--- src/design/pfrm_pkg.sv ---
package pfrm_pkg;

    localparam int CFG_IDX_W  = 8;
    localparam int CFG_DATA_W = 16;
    localparam int TIME_W     = 32;
    localparam int RATE_W     = 32;
    localparam int CAL_W      = 16;
    localparam int DEN_W      = TIME_W + CAL_W;
    localparam int CNT_W      = 5;
    localparam int PRE_SHIFT  = 8;   // integer part of the quotient is below 2^8
    localparam int FRAC_BITS  = 24;

    localparam logic [CFG_IDX_W-1:0] CFG_CAL_FACTOR   = 8'd0;
    localparam logic [CFG_IDX_W-1:0] CFG_MIN_WINDOW   = 8'd1;
    localparam logic [CFG_IDX_W-1:0] CFG_FLOW_TIMEOUT = 8'd2;

    localparam logic [CFG_DATA_W-1:0] CAL_FACTOR_RESET   = 16'd1920;
    localparam logic [CFG_DATA_W-1:0] MIN_WINDOW_RESET   = 16'd1000;
    localparam logic [CFG_DATA_W-1:0] FLOW_TIMEOUT_RESET = 16'd1000;

    localparam logic REQ_PULSE = 1'b0;
    localparam logic REQ_QUERY = 1'b1;

    localparam logic [CNT_W-1:0] MUL_LAST = 5'd15;
    localparam logic [CNT_W-1:0] DIV_LAST = 5'd31;

    typedef enum logic [2:0] {
        DIV_IDLE,
        DIV_MUL,
        DIV_CHECK,
        DIV_RUN,
        DIV_DONE
    } div_state_t;

    typedef struct packed {
        logic start;
        logic zero_rate;
    } div_cmd_t;

    typedef struct packed {
        logic idle;
        logic done;
    } div_stat_t;

endpackage

--- src/design/pfrm_channels.sv ---
interface pfrm_in_if;
    logic                        valid;
    logic                        ready;
    logic                        req_type;
    logic [pfrm_pkg::TIME_W-1:0] time_ms;

    modport source (output valid, output req_type, output time_ms, input ready);
    modport sink   (input valid, input req_type, input time_ms, output ready);
endinterface

interface pfrm_out_if;
    logic                        valid;
    logic                        ready;
    logic [pfrm_pkg::RATE_W-1:0] flow_rate;
    logic                        flowing;

    modport source (output valid, output flow_rate, output flowing, input ready);
    modport sink   (input valid, input flow_rate, input flowing, output ready);
endinterface

--- src/design/pfrm_window.sv ---
module pfrm_window #(
    parameter int COUNT_BITS = 16
) (
    input  logic                            clk,
    input  logic                            rst_n,
    input  logic                            pulse_en,
    input  logic [pfrm_pkg::TIME_W-1:0]     time_ms,
    input  logic [pfrm_pkg::CFG_DATA_W-1:0] min_window,
    input  logic [pfrm_pkg::CFG_DATA_W-1:0] flow_timeout,
    output logic                            flowing,
    output logic [COUNT_BITS-1:0]           latched_pulses,
    output logic [pfrm_pkg::TIME_W-1:0]     latched_duration
);

    logic [pfrm_pkg::TIME_W-1:0] window_start_reg;
    logic [pfrm_pkg::TIME_W-1:0] last_pulse_reg;
    logic [pfrm_pkg::TIME_W-1:0] lat_dur_reg;
    logic [COUNT_BITS-1:0]       count_reg;
    logic [COUNT_BITS-1:0]       lat_pulses_reg;
    logic                        seen_reg;

    logic [pfrm_pkg::TIME_W-1:0] elapsed;
    logic [pfrm_pkg::TIME_W-1:0] since_last;
    logic [COUNT_BITS-1:0]       count_inc;
    logic                        close_win;

    assign elapsed    = time_ms - window_start_reg;
    assign since_last = time_ms - last_pulse_reg;
    // counter saturates at all ones
    assign count_inc  = (&count_reg) ? count_reg : count_reg + 1'b1;
    assign close_win  = elapsed > pfrm_pkg::TIME_W'(min_window);

    assign flowing = seen_reg && (since_last < pfrm_pkg::TIME_W'(flow_timeout));
    assign latched_pulses   = lat_pulses_reg;
    assign latched_duration = lat_dur_reg;

    always_ff @(posedge clk or negedge rst_n)
    begin
        if (!rst_n)
        begin
            window_start_reg <= '0;
            last_pulse_reg   <= '0;
            lat_dur_reg      <= '0;
            count_reg        <= '0;
            lat_pulses_reg   <= '0;
            seen_reg         <= 1'b0;
        end
        else if (pulse_en)
        begin
            last_pulse_reg <= time_ms;
            seen_reg       <= 1'b1;
            if (close_win)
            begin
                lat_dur_reg      <= elapsed;
                lat_pulses_reg   <= count_inc;
                window_start_reg <= time_ms;
                count_reg        <= '0;
            end
            else
            begin
                count_reg <= count_inc;
            end
        end
    end

endmodule

--- src/design/pfrm_divider.sv ---
module pfrm_divider #(
    parameter int COUNT_BITS = 16
) (
    input  logic                           clk,
    input  logic                           rst_n,
    input  pfrm_pkg::div_cmd_t             cmd,
    input  logic                           out_free,
    input  logic [COUNT_BITS-1:0]          pulses,
    input  logic [pfrm_pkg::TIME_W-1:0]    duration,
    input  logic [pfrm_pkg::CAL_W-1:0]     cal,
    output pfrm_pkg::div_stat_t            stat,
    output logic [pfrm_pkg::RATE_W-1:0]    rate
);

    localparam int NUM_W = COUNT_BITS + 10;   // pulses * 1000

    pfrm_pkg::div_state_t state_reg, state_next;

    logic [pfrm_pkg::CNT_W-1:0]  cnt_reg;
    logic [pfrm_pkg::TIME_W-1:0] mcand_reg;
    logic [pfrm_pkg::CAL_W-1:0]  mplier_reg;
    logic [pfrm_pkg::DEN_W-1:0]  den_reg;
    logic [NUM_W-1:0]            num_reg;
    logic [pfrm_pkg::DEN_W-1:0]  rem_reg;
    logic [pfrm_pkg::RATE_W-1:0] feed_reg;
    logic [pfrm_pkg::RATE_W-1:0] quot_reg;

    logic [NUM_W-1:0]            num_w;
    logic [pfrm_pkg::DEN_W-1:0]  num_hi;
    logic [pfrm_pkg::DEN_W:0]    trial;
    logic [pfrm_pkg::DEN_W:0]    diff;
    logic                        take;
    logic                        sat;

    // x*1000 = x*1024 - x*32 + x*8
    assign num_w = (NUM_W'(pulses) << 10) - (NUM_W'(pulses) << 5) + (NUM_W'(pulses) << 3);
    assign num_hi = pfrm_pkg::DEN_W'(num_reg[NUM_W-1:pfrm_pkg::PRE_SHIFT]);
    assign trial  = {rem_reg, feed_reg[pfrm_pkg::RATE_W-1]};
    assign diff   = trial - {1'b0, den_reg};
    assign take   = trial >= {1'b0, den_reg};
    // zero divisor, or integer part of the quotient past 8 bits
    assign sat    = (den_reg == '0) || (num_hi >= den_reg);

    assign rate = quot_reg;

    always_comb
    begin
        state_next = state_reg;
        case (state_reg)
            pfrm_pkg::DIV_IDLE:
            begin
                if (cmd.start)
                    state_next = cmd.zero_rate ? pfrm_pkg::DIV_DONE : pfrm_pkg::DIV_MUL;
            end
            pfrm_pkg::DIV_MUL:
            begin
                if (cnt_reg == pfrm_pkg::MUL_LAST)
                    state_next = pfrm_pkg::DIV_CHECK;
            end
            pfrm_pkg::DIV_CHECK:
            begin
                state_next = sat ? pfrm_pkg::DIV_DONE : pfrm_pkg::DIV_RUN;
            end
            pfrm_pkg::DIV_RUN:
            begin
                if (cnt_reg == pfrm_pkg::DIV_LAST)
                    state_next = pfrm_pkg::DIV_DONE;
            end
            pfrm_pkg::DIV_DONE:
            begin
                if (out_free)
                    state_next = pfrm_pkg::DIV_IDLE;
            end
            default:
            begin
                state_next = pfrm_pkg::DIV_IDLE;
            end
        endcase
    end

    always_comb
    begin
        stat.idle = (state_reg == pfrm_pkg::DIV_IDLE);
        stat.done = (state_reg == pfrm_pkg::DIV_DONE) && out_free;
    end

    always_ff @(posedge clk or negedge rst_n)
    begin
        if (!rst_n)
        begin
            state_reg <= pfrm_pkg::DIV_IDLE;
            cnt_reg   <= '0;
        end
        else
        begin
            state_reg <= state_next;
            case (state_reg)
                pfrm_pkg::DIV_MUL,
                pfrm_pkg::DIV_RUN:
                begin
                    cnt_reg <= cnt_reg + 1'b1;
                end
                default:
                begin
                    cnt_reg <= '0;
                end
            endcase
        end
    end

    // datapath: shift-add multiply MSB first, then restoring divide one bit a cycle
    always_ff @(posedge clk)
    begin
        case (state_reg)
            pfrm_pkg::DIV_IDLE:
            begin
                if (cmd.start)
                begin
                    mcand_reg  <= duration;
                    mplier_reg <= cal;
                    den_reg    <= '0;
                    num_reg    <= num_w;
                    quot_reg   <= '0;
                end
            end
            pfrm_pkg::DIV_MUL:
            begin
                den_reg <= (den_reg << 1)
                         + (mplier_reg[pfrm_pkg::CAL_W-1] ? pfrm_pkg::DEN_W'(mcand_reg) : '0);
                mplier_reg <= mplier_reg << 1;
            end
            pfrm_pkg::DIV_CHECK:
            begin
                if (sat)
                begin
                    quot_reg <= '1;
                end
                else
                begin
                    rem_reg  <= num_hi;
                    feed_reg <= {num_reg[pfrm_pkg::PRE_SHIFT-1:0],
                                 {pfrm_pkg::FRAC_BITS{1'b0}}};
                end
            end
            pfrm_pkg::DIV_RUN:
            begin
                rem_reg  <= take ? diff[pfrm_pkg::DEN_W-1:0] : trial[pfrm_pkg::DEN_W-1:0];
                feed_reg <= feed_reg << 1;
                quot_reg <= {quot_reg[pfrm_pkg::RATE_W-2:0], take};
            end
            default:
            begin
            end
        endcase
    end

endmodule

--- src/design/pulse_flow_rate_meter_unit.sv ---
// Pulse flow rate meter. Each input transfer is either a sensor pulse (req_type 0) or a
// rate query (req_type 1), stamped with a wrapping millisecond time. Pulses are counted
// into a window that closes on the first pulse more than min_window ms after its start;
// the closed window's count and length are held for queries. A query returns
// count * 1000 / length / (cal_factor / 256) in l/min as unsigned Q16.16, saturated,
// plus a flowing flag; the rate reads zero when no pulse came within flow_timeout ms or
// no window has closed yet. Pulses can arrive every cycle while the divider is idle.
// A query that computes a rate holds the input: a shift-add multiply (one
// cal_factor bit per cycle) builds the divisor, a check for saturation follows, a
// restoring divider retires one quotient bit per cycle, and the result is handed to
// the output register once that register is free. A saturated rate skips the divider
// and a zero rate skips both. The result sits in an output register, so the next
// transfer can be taken while it waits. Configuration registers (index 0 cal_factor,
// 1 min_window, 2 flow_timeout, others ignored) must be written only while no query
// is in flight; the block itself does not enforce this.
module pulse_flow_rate_meter_unit #(
    parameter int COUNT_BITS = 16
) (
    input  logic                             clk,
    input  logic                             rst_n,
    pfrm_in_if.sink                          in_ch,
    pfrm_out_if.source                       out_ch,
    input  logic                             cfg_we,
    input  logic [pfrm_pkg::CFG_IDX_W-1:0]   cfg_index,
    input  logic [pfrm_pkg::CFG_DATA_W-1:0]  cfg_data
);

    // configuration
    logic [pfrm_pkg::CFG_DATA_W-1:0] cal_factor_reg;
    logic [pfrm_pkg::CFG_DATA_W-1:0] min_window_reg;
    logic [pfrm_pkg::CFG_DATA_W-1:0] flow_timeout_reg;

    // result slot
    logic                        out_valid_reg;
    logic [pfrm_pkg::RATE_W-1:0] out_rate_reg;
    logic                        out_flowing_reg;
    logic                        flowing_reg;   // flag of the query in flight

    logic                        accept;
    logic                        pulse_en;
    logic                        flowing;
    logic                        out_free;
    logic [COUNT_BITS-1:0]       latched_pulses;
    logic [pfrm_pkg::TIME_W-1:0] latched_duration;
    logic [pfrm_pkg::RATE_W-1:0] rate;
    pfrm_pkg::div_cmd_t          div_cmd;
    pfrm_pkg::div_stat_t         div_stat;

    // a new transfer only while the divider is free
    assign in_ch.ready = div_stat.idle;
    assign accept      = in_ch.valid && in_ch.ready;
    assign pulse_en    = accept && (in_ch.req_type == pfrm_pkg::REQ_PULSE);

    assign div_cmd.start     = accept && (in_ch.req_type == pfrm_pkg::REQ_QUERY);
    assign div_cmd.zero_rate = !flowing || (latched_duration == '0);

    // slot is free now or frees at this edge
    assign out_free = !out_valid_reg || out_ch.ready;

    assign out_ch.valid     = out_valid_reg;
    assign out_ch.flow_rate = out_rate_reg;
    assign out_ch.flowing   = out_flowing_reg;

    pfrm_window #(
        .COUNT_BITS (COUNT_BITS)
    ) u_window (
        .clk              (clk),
        .rst_n            (rst_n),
        .pulse_en         (pulse_en),
        .time_ms          (in_ch.time_ms),
        .min_window       (min_window_reg),
        .flow_timeout     (flow_timeout_reg),
        .flowing          (flowing),
        .latched_pulses   (latched_pulses),
        .latched_duration (latched_duration)
    );

    pfrm_divider #(
        .COUNT_BITS (COUNT_BITS)
    ) u_divider (
        .clk      (clk),
        .rst_n    (rst_n),
        .cmd      (div_cmd),
        .out_free (out_free),
        .pulses   (latched_pulses),
        .duration (latched_duration),
        .cal      (cal_factor_reg),
        .stat     (div_stat),
        .rate     (rate)
    );

    always_ff @(posedge clk or negedge rst_n)
    begin
        if (!rst_n)
        begin
            cal_factor_reg   <= pfrm_pkg::CAL_FACTOR_RESET;
            min_window_reg   <= pfrm_pkg::MIN_WINDOW_RESET;
            flow_timeout_reg <= pfrm_pkg::FLOW_TIMEOUT_RESET;
        end
        else if (cfg_we)
        begin
            case (cfg_index)
                pfrm_pkg::CFG_CAL_FACTOR:   cal_factor_reg   <= cfg_data;
                pfrm_pkg::CFG_MIN_WINDOW:   min_window_reg   <= cfg_data;
                pfrm_pkg::CFG_FLOW_TIMEOUT: flow_timeout_reg <= cfg_data;
                default:
                begin
                end
            endcase
        end
    end

    always_ff @(posedge clk or negedge rst_n)
    begin
        if (!rst_n)
            out_valid_reg <= 1'b0;
        else if (div_stat.done)
            out_valid_reg <= 1'b1;
        else if (out_ch.ready)
            out_valid_reg <= 1'b0;
    end

    always_ff @(posedge clk)
    begin
        if (div_cmd.start)
            flowing_reg <= flowing;
        if (div_stat.done)
        begin
            out_rate_reg    <= rate;
            out_flowing_reg <= flowing_reg;
        end
    end

endmodule
--- src/flat_wrapper.sv ---
// flat-port wrapper written by rule: the top's interface ports become plain ports
module pulse_flow_rate_meter_unit_flat 
#(
    parameter int COUNT_BITS = 16
)
  (clk, rst_n, cfg_we, cfg_index, cfg_data, in_ch_valid, in_ch_req_type, in_ch_time_ms, in_ch_ready, out_ch_valid, out_ch_flow_rate, out_ch_flowing, out_ch_ready);
  pfrm_in_if in_ch_i ();
  pfrm_out_if out_ch_i ();
  input  logic clk;
  input  logic rst_n;
  input  logic cfg_we;
  input  logic [pfrm_pkg::CFG_IDX_W-1:0] cfg_index;
  input  logic [pfrm_pkg::CFG_DATA_W-1:0] cfg_data;
  input wire logic [$bits(in_ch_i.valid)-1:0] in_ch_valid;
  input wire logic [$bits(in_ch_i.req_type)-1:0] in_ch_req_type;
  input wire logic [$bits(in_ch_i.time_ms)-1:0] in_ch_time_ms;
  output wire logic [$bits(in_ch_i.ready)-1:0] in_ch_ready;
  output wire logic [$bits(out_ch_i.valid)-1:0] out_ch_valid;
  output wire logic [$bits(out_ch_i.flow_rate)-1:0] out_ch_flow_rate;
  output wire logic [$bits(out_ch_i.flowing)-1:0] out_ch_flowing;
  input wire logic [$bits(out_ch_i.ready)-1:0] out_ch_ready;
  assign in_ch_i.valid = in_ch_valid;
  assign in_ch_i.req_type = in_ch_req_type;
  assign in_ch_i.time_ms = in_ch_time_ms;
  assign in_ch_ready = in_ch_i.ready;
  assign out_ch_valid = out_ch_i.valid;
  assign out_ch_flow_rate = out_ch_i.flow_rate;
  assign out_ch_flowing = out_ch_i.flowing;
  assign out_ch_i.ready = out_ch_ready;
  pulse_flow_rate_meter_unit #(.COUNT_BITS(COUNT_BITS)) u_core (.clk(clk), .rst_n(rst_n), .in_ch(in_ch_i), .out_ch(out_ch_i), .cfg_we(cfg_we), .cfg_index(cfg_index), .cfg_data(cfg_data));
endmodule
--- config.mk ---
export PLATFORM = sky130hd
export DESIGN_NAME = pulse_flow_rate_meter_unit_flat
export DESIGN_NICKNAME = d
export VERILOG_FILES = /design/src/design/pfrm_pkg.sv /design/src/design/pfrm_channels.sv /design/src/design/pfrm_window.sv /design/src/design/pfrm_divider.sv /design/src/design/pulse_flow_rate_meter_unit.sv /design/src/flat_wrapper.sv
export SDC_FILE = /design/constraint.sdc
export NUM_CORES = 1
export LEC_CHECK = 0
export BUFFER_PORTS_ARGS = -buffer_cell sky130_fd_sc_hd__buf_4
export CELL_PAD_IN_SITES_DETAIL_PLACEMENT = 1
export CELL_PAD_IN_SITES_GLOBAL_PLACEMENT = 1
export CORE_MARGIN = 2
export CORE_UTILIZATION = 30
export DETAILED_ROUTE_END_ITERATION = 8
export PLACE_DENSITY_LB_ADDON = 0.08
export SLEW_MARGIN = 20
export SYNTH_ARGS = -nofsm -noshare
export SYNTH_HDL_FRONTEND = slang
export SYNTH_SLANG_ARGS = --single-unit
--- constraint.sdc ---
create_clock -name clk -period 6.25 [get_ports clk]
set_input_delay 0.9375 -clock clk [delete_from_list [all_inputs] [get_ports clk]]
set_output_delay 0.9375 -clock clk [all_outputs]
set_load 0.005 [all_outputs]
# [After elaboration in Yosys (flattened, before gate mapping)]
# Index checks and enable logic that the tools add are counted.
[classes] addsub=8 order_cmp=4 n_eq_ne=14 mux=25 n_bitwise=1 n_reduce_logical=29
[ops] op="case mux 48 bit (2 select lines)" n=2
[ops] op="two-way mux 48 bit" n=3
[ops] op="two-way mux 32 bit" n=4
[ops] op="case mux 32 bit (3 select lines)" n=1
[ops] op="case mux 32 bit (2 select lines)" n=1
[ops] op="subtractor 32 bit" n=2
[ops] op=">= comparator 49 x 48 -> 1 bit" n=1
[ops] op="adder 48 x 32 -> 48 bit" n=1
[ops] op=">= comparator 18 x 48 -> 1 bit" n=1
[ops] op="logical NOT 48 bit" n=1
[ops] op="two-way mux 16 bit" n=3
[ops] op="subtractor 48 bit" n=1
[ops] op="> comparator 32 x 16 -> 1 bit" n=1
[ops] op="logical NOT 32 bit" n=1
[ops] op="less-than comparator 32 x 16 -> 1 bit" n=1
[ops] op="case mux 16 bit (2 select lines)" n=1
[ops] op="adder 26 x 19 -> 26 bit" n=1
[ops] op="subtractor 26 x 21 -> 26 bit" n=1
[ops] op="two-way mux 3 bit" n=6
[ops] op="adder 16 x 1 -> 16 bit, second input constant" n=1
[ops] op="AND reduction 16 bit" n=1
[ops] op="case mux 3 bit (5 select lines)" n=1
[ops] op="AND reduction 2 bit" n=7
[ops] op="!= test 2 bit, second input constant" n=6
[ops] op="other kinds (21)" n=32
[word_totals] register_bits=454 in_bits=62 out_inout_bits=35 wordCells=103

# [Depth between registers and ports, before layout]
[depth] depth_word=8 mapped_depth=23 depth_no_buf=23

# [Modules after synthesis]
# A second synthesis with hierarchy kept.
[unflattened] cells_unflattened=2833 hier_area_um2=27959.3
[modules_own_cells] mod="pfrm_divider" instances=1 cells_each=1563 area_each_um2=14983.1 seq_area_each_um2=6326.1
[modules_own_cells] mod="pfrm_window" instances=1 cells_each=1113 area_each_um2=9903.2 seq_area_each_um2=3228.1
[modules_own_cells] mod="pulse_flow_rate_meter_unit" instances=1 cells_each=157 area_each_um2=3072.9 seq_area_each_um2=2267.2

# [Worst setup path after synthesis]
# Ideal clock, no wire load.
[synth_path] path_type="in2reg" start="input port in_ch_time_ms[0]" end="register u_core.u_divider.state_reg[2]" setup_time_ps=118 arrival_time_ps=5389 required_ps=6132 setup_slack_ps=743 path_stages=23 path_cell_list="inv_1 > ha_1 > fa_1 > nand2b_1 > a21boi_0 > o21ai_0 > a21o_1 > a21boi_1 > a21oi_1 > xnor2_1 > ha_1 > and4_1 > a32oi_1 > o2111ai_1 > a311oi_1 > o2111ai_1 > a2111o_1 > and4bb_1 > o311ai_1 > a2111oi_2 > nand4_1 > or4_1 > a21o_1"
[synth_between] elab_chain_cells=8
[synth_lines] element="start, declared" line="flat_wrapper.sv:16" text="input wire logic [$bits(in_ch_i.time_ms)-1:0] in_ch_time_ms;"
[synth_lines] element="subtractor 32 bit" line="pfrm_window.sv:28" text="assign since_last = time_ms - last_pulse_reg;"
[synth_lines] element="less-than comparator 32 x 16 -> 1 bit" line="pfrm_window.sv:33" text="assign flowing = seen_reg && (since_last < pfrm_pkg::TIME_W'(flow_timeout));"
[synth_lines] element="logical AND 1 bit" line="pfrm_window.sv:33"
[synth_lines] element="logical NOT 1 bit" line="pulse_flow_rate_meter_unit.sv:55" text="assign div_cmd.zero_rate = !flowing || (latched_duration == '0);"
[synth_lines] element="logical OR 1 bit" line="pulse_flow_rate_meter_unit.sv:55"
[synth_lines] element="two-way mux 3 bit" line="pfrm_divider.sv:53" text="state_next = cmd.zero_rate ? pfrm_pkg::DIV_DONE : pfrm_pkg::DIV_MUL;"
[synth_lines] element="two-way mux 3 bit" line="pfrm_divider.sv:52" text="if (cmd.start)"
[synth_lines] element="case mux 3 bit (5 select lines)" line="pfrm_divider.sv:49" text="case (state_reg)"
[synth_lines] element="end signal, assigned" line="pfrm_divider.sv:91" text="state_reg <= pfrm_pkg::DIV_IDLE;"
[synth_lines] element="end signal, assigned" line="pfrm_divider.sv:96" text="state_reg <= state_next;"
[synth_lines] element="end, declared" line="pfrm_divider.sv:17" text="pfrm_pkg::div_state_t state_reg, state_next;"
# No other way between the ends. The select of a mux whose other input is x is not followed.
# A chain may end at the register's enable or synchronous reset.

# [Worst setup path after layout]
[layout_path] start="input port in_ch_time_ms[1]" end="register u_core.u_divider.state_reg[2]"
# The elaborated chain is that of the path after synthesis.

==> reports/qor.yml <==
cts:
  clock-sinks: 424
  path_clk_slew_ns: 0.06
  clock_path_buffers: 3
  cts_root_buffer: "clkbuf_16"
  clkLatencyLatePin_ns: 0.62
  hold_buffers: 0
  htree_levels: 2
  cts_tree: "done"
  cts_buffers: 55
  cts_setup_buffers: 0
  ctsResizeCount: 0
worst_hold_path:
  hold_class: "in2async"
final_layout:
  insertedDiodeCount: 0
  utilization_pct: 34.7
  drive_gt1_share_pct: 12.3
  fin_nets: 3076
  fin_area_sq_um: 31300
  area_growth_pct: 14.4
  final_cells: 4000
detailed_routing:
  via_count: 20200
  viasPerCell: 5.05
  drtIter0Drc: 819
  ant_nets: 0
  drc: 0
  routed_wirelength_mm: 81.0
  post_drt_wl_per_cell_um: 20.2
  firstDrtPassIters: 4
power:
  finalPower_uw: 8740
  pwr-share-clk_pct: 37.4
  power.leakage_uw: 0.0133
  p_per_area_nw_per_um2: 279
  irDropWorstVdd_v: 0.000190
  p_seq_share_pct: 39.3
  swShare_pct: 31.1
  power_frac_comb_pct: 23.3
  p_sw_uw: 2720
  internal_power_uw: 6020
floorplanning:
  num_io_pins: 97
  num_rows: 110
  dieHeight_um: 306
  dieWidth_um: 306
  start_util_pct: 30.3
  dieArea_sq_um: 93700
  core_sq_um: 90300
global_routing:
  grt_pass1_vias: 21600
  grt_pass1_wl_mm: 128
  grt.overflow.total: 0
  grt_max_degree: 88
  track_usage_pct: 17.2
  antenna_found_initial: 1
logic_synthesis:
  synth_seq_area_share_pct: 43.2
  synth_top_area_share_pct: 26.1
  yosysWarningCount: 0
  synth.most_common_cell: "edfxtp_1"
  yosys.cell_types.count: 99
  synth_ff_type: "edfxtp_1"
  syn-cell-area_sq_um: 27400
  synth.area.top_cells: "edfxtp_1 26%, dfrtp_1 16%, ha_1 10%"
  ys_async_sr_fraction_pct: 43.9
  synth_area_per_cell_sq_um: 10.2
  syn_nets: 2978
  synth_top_area_cell: "edfxtp_1"
  synth_commonest_cells: "238 x edfxtp_1, 224 x inv_1, 223 x ha_1, 195 x nor2_1, 192 x nand2_1"
  synth-seq-cells: 424
  synth_edf_count: 238
  synth_cells: 2680
critical_path:
  critPathLaunchType: "input port"
  cp.required_ns: 6.76
  timing.rr.start: "u_core.u_window.last_pulse_reg[1]"
  endpoint_kind: "flop"
  cp.arrival_ns: 6.09
  critical_path_class: "in2reg"
  r2r_setup_slack_ns: 0.68
  cp-startpoint: "in_ch_time_ms[1]"
  crit_fanout: 5
timing:
  setup_viol: 0
  final-max-slew-violation-count: 0
  fin_crit_sh_pct: 89.3
  relSlewSlack_pct: 30.5
  tns_ns: 0
  worst_slew_pin_slew_ns: 1.04
  finalHoldViolations: 0
  max_freq_mhz: 179
  rsz0062_at_grt: "no"
  clock_skew_ns: 0.0337
  fin_crit_ns: 5.58
placement:
  place_congestion: 0.821
  place_inst: 3896
  dpl.hpwl_mm: 63.0
  place_area_sq_um: 29400
  port_buffers: 96
run:
  maxCapViolCount: 0
outcome:
  status: "finished clean"
[layout by cell type, fill, tap and decap left out, drive strengths merged, types with 8 or more instances in the layout]
cell      instances
a211oi           19
a21boi           11
a21o             83
a21oi           149
a22o             14
a31oi            24
and2             49
and3             25
and4              8
buf             125
clkbuf           74
clkinv           17
clkinvlp          9
dfrtp           170
dfstp            16
edfxtp          238
fa               13
ha              223
inv             225
mux2            110
mux2i            62
nand2           195
nand2b           28
nand3            43
nand4            42
nor2            196
nor2b            38
nor3             37
nor4             30
o211ai           11
o21a             64
o21ai           149
o21bai           18
o31ai            10
or2              12
or3              14
xnor2           104
xor2             54
[worst paths after layout]
check                                                         end  cells after the start
worst min register to register        u_core.out_ch.flow_rate[31]                      0
worst max register to register      u_core.u_divider.state_reg[2]                     24
worst max-delay path                u_core.u_divider.state_reg[2]                     24
worst min-delay path                          u_core.out_ch.valid                      1
max in group asynchronous       u_core.u_window.last_pulse_reg[1]                      2
min in group clk                      u_core.out_ch.flow_rate[31]                      0
[final cells by class]
type / count / area, sq um
Fill cell: 10100 / 59000
Multi-Input combinational cell: 1946 / 14300
Sequential cell: 424 / 11800
Clock buffer: 73 / 1570
Tap cell: 1176 / 1470
Timing Repair Buffer: 126 / 1010
Inverter: 225 / 845
Clock inverter: 30 / 314
[per-layer routing]
metal	routed length (um)	global-route usage (%)	vias to the layer above
met1	36100	21.5	10000
met4	1820	4.22	0
met5	0	0	-
met2	41200	31.4	209
met3	1800	1.98	93
li1	-	-	9875
[power groups by stage]
| stage | combinational (uW) | sequential [uW] | clock, uW |
|---|---|---|---|
| after CTS | 2080 | 3440 | 3390 |
| after detailed placement | 2060 | 3490 | 0 |
| after global placement | 2020 | 3490 | 0 |
| final | 2040 | 3430 | 3270 |
| after floorplan | 1450 | 3400 | 0 |
| after global routing | 2290 | 3470 | 3500 |
[kinds of logic after synthesis]
family	count (synthesis)	share of synthesized area (%)
DFF	424	43.2
buffers and inverters	310	4.80
AOI/OAI and AO/OA	638	15.5
and+or+nand+nor	742	13.5
adders and majority gates	236	11.1
xor gates and xnor gates	158	5.05
muxes	172	6.79
[metrics by stage]
step	worst slack [ns]	hold WS (ns)
5_1_grt	0.236	0.355
3_5_place_dp	0.0338	0.425
2_1_floorplan	0.743	0.400
4_1_cts	0.653	0.377
6_report	0.666	0.337
3_3_place_gp	0.184	0.407
[critical path, cell delays in order]
cell and delay, ns:
buf_4 0.14, ha_1 0.27, nor2b_1 0.15, o21ai_1 0.10, a21boi_1 0.32, o2111ai_1 0.19
a311oi_1 0.38, buf_4 0.18, o21ai_0 0.10, and2_0 0.20, xnor2_1 0.14, ha_1 0.31
and4_1 0.24, a32oi_1 0.17, o2111ai_1 0.13, a311oi_1 0.21, o2111ai_1 0.17, a2111o_1 0.33
and4bb_1 0.26, o311ai_1 0.11, a2111oi_2 0.29, nand4_1 0.12, or4_1 0.44, a21o_1 0.20
(Power assumes the default switching activity.)
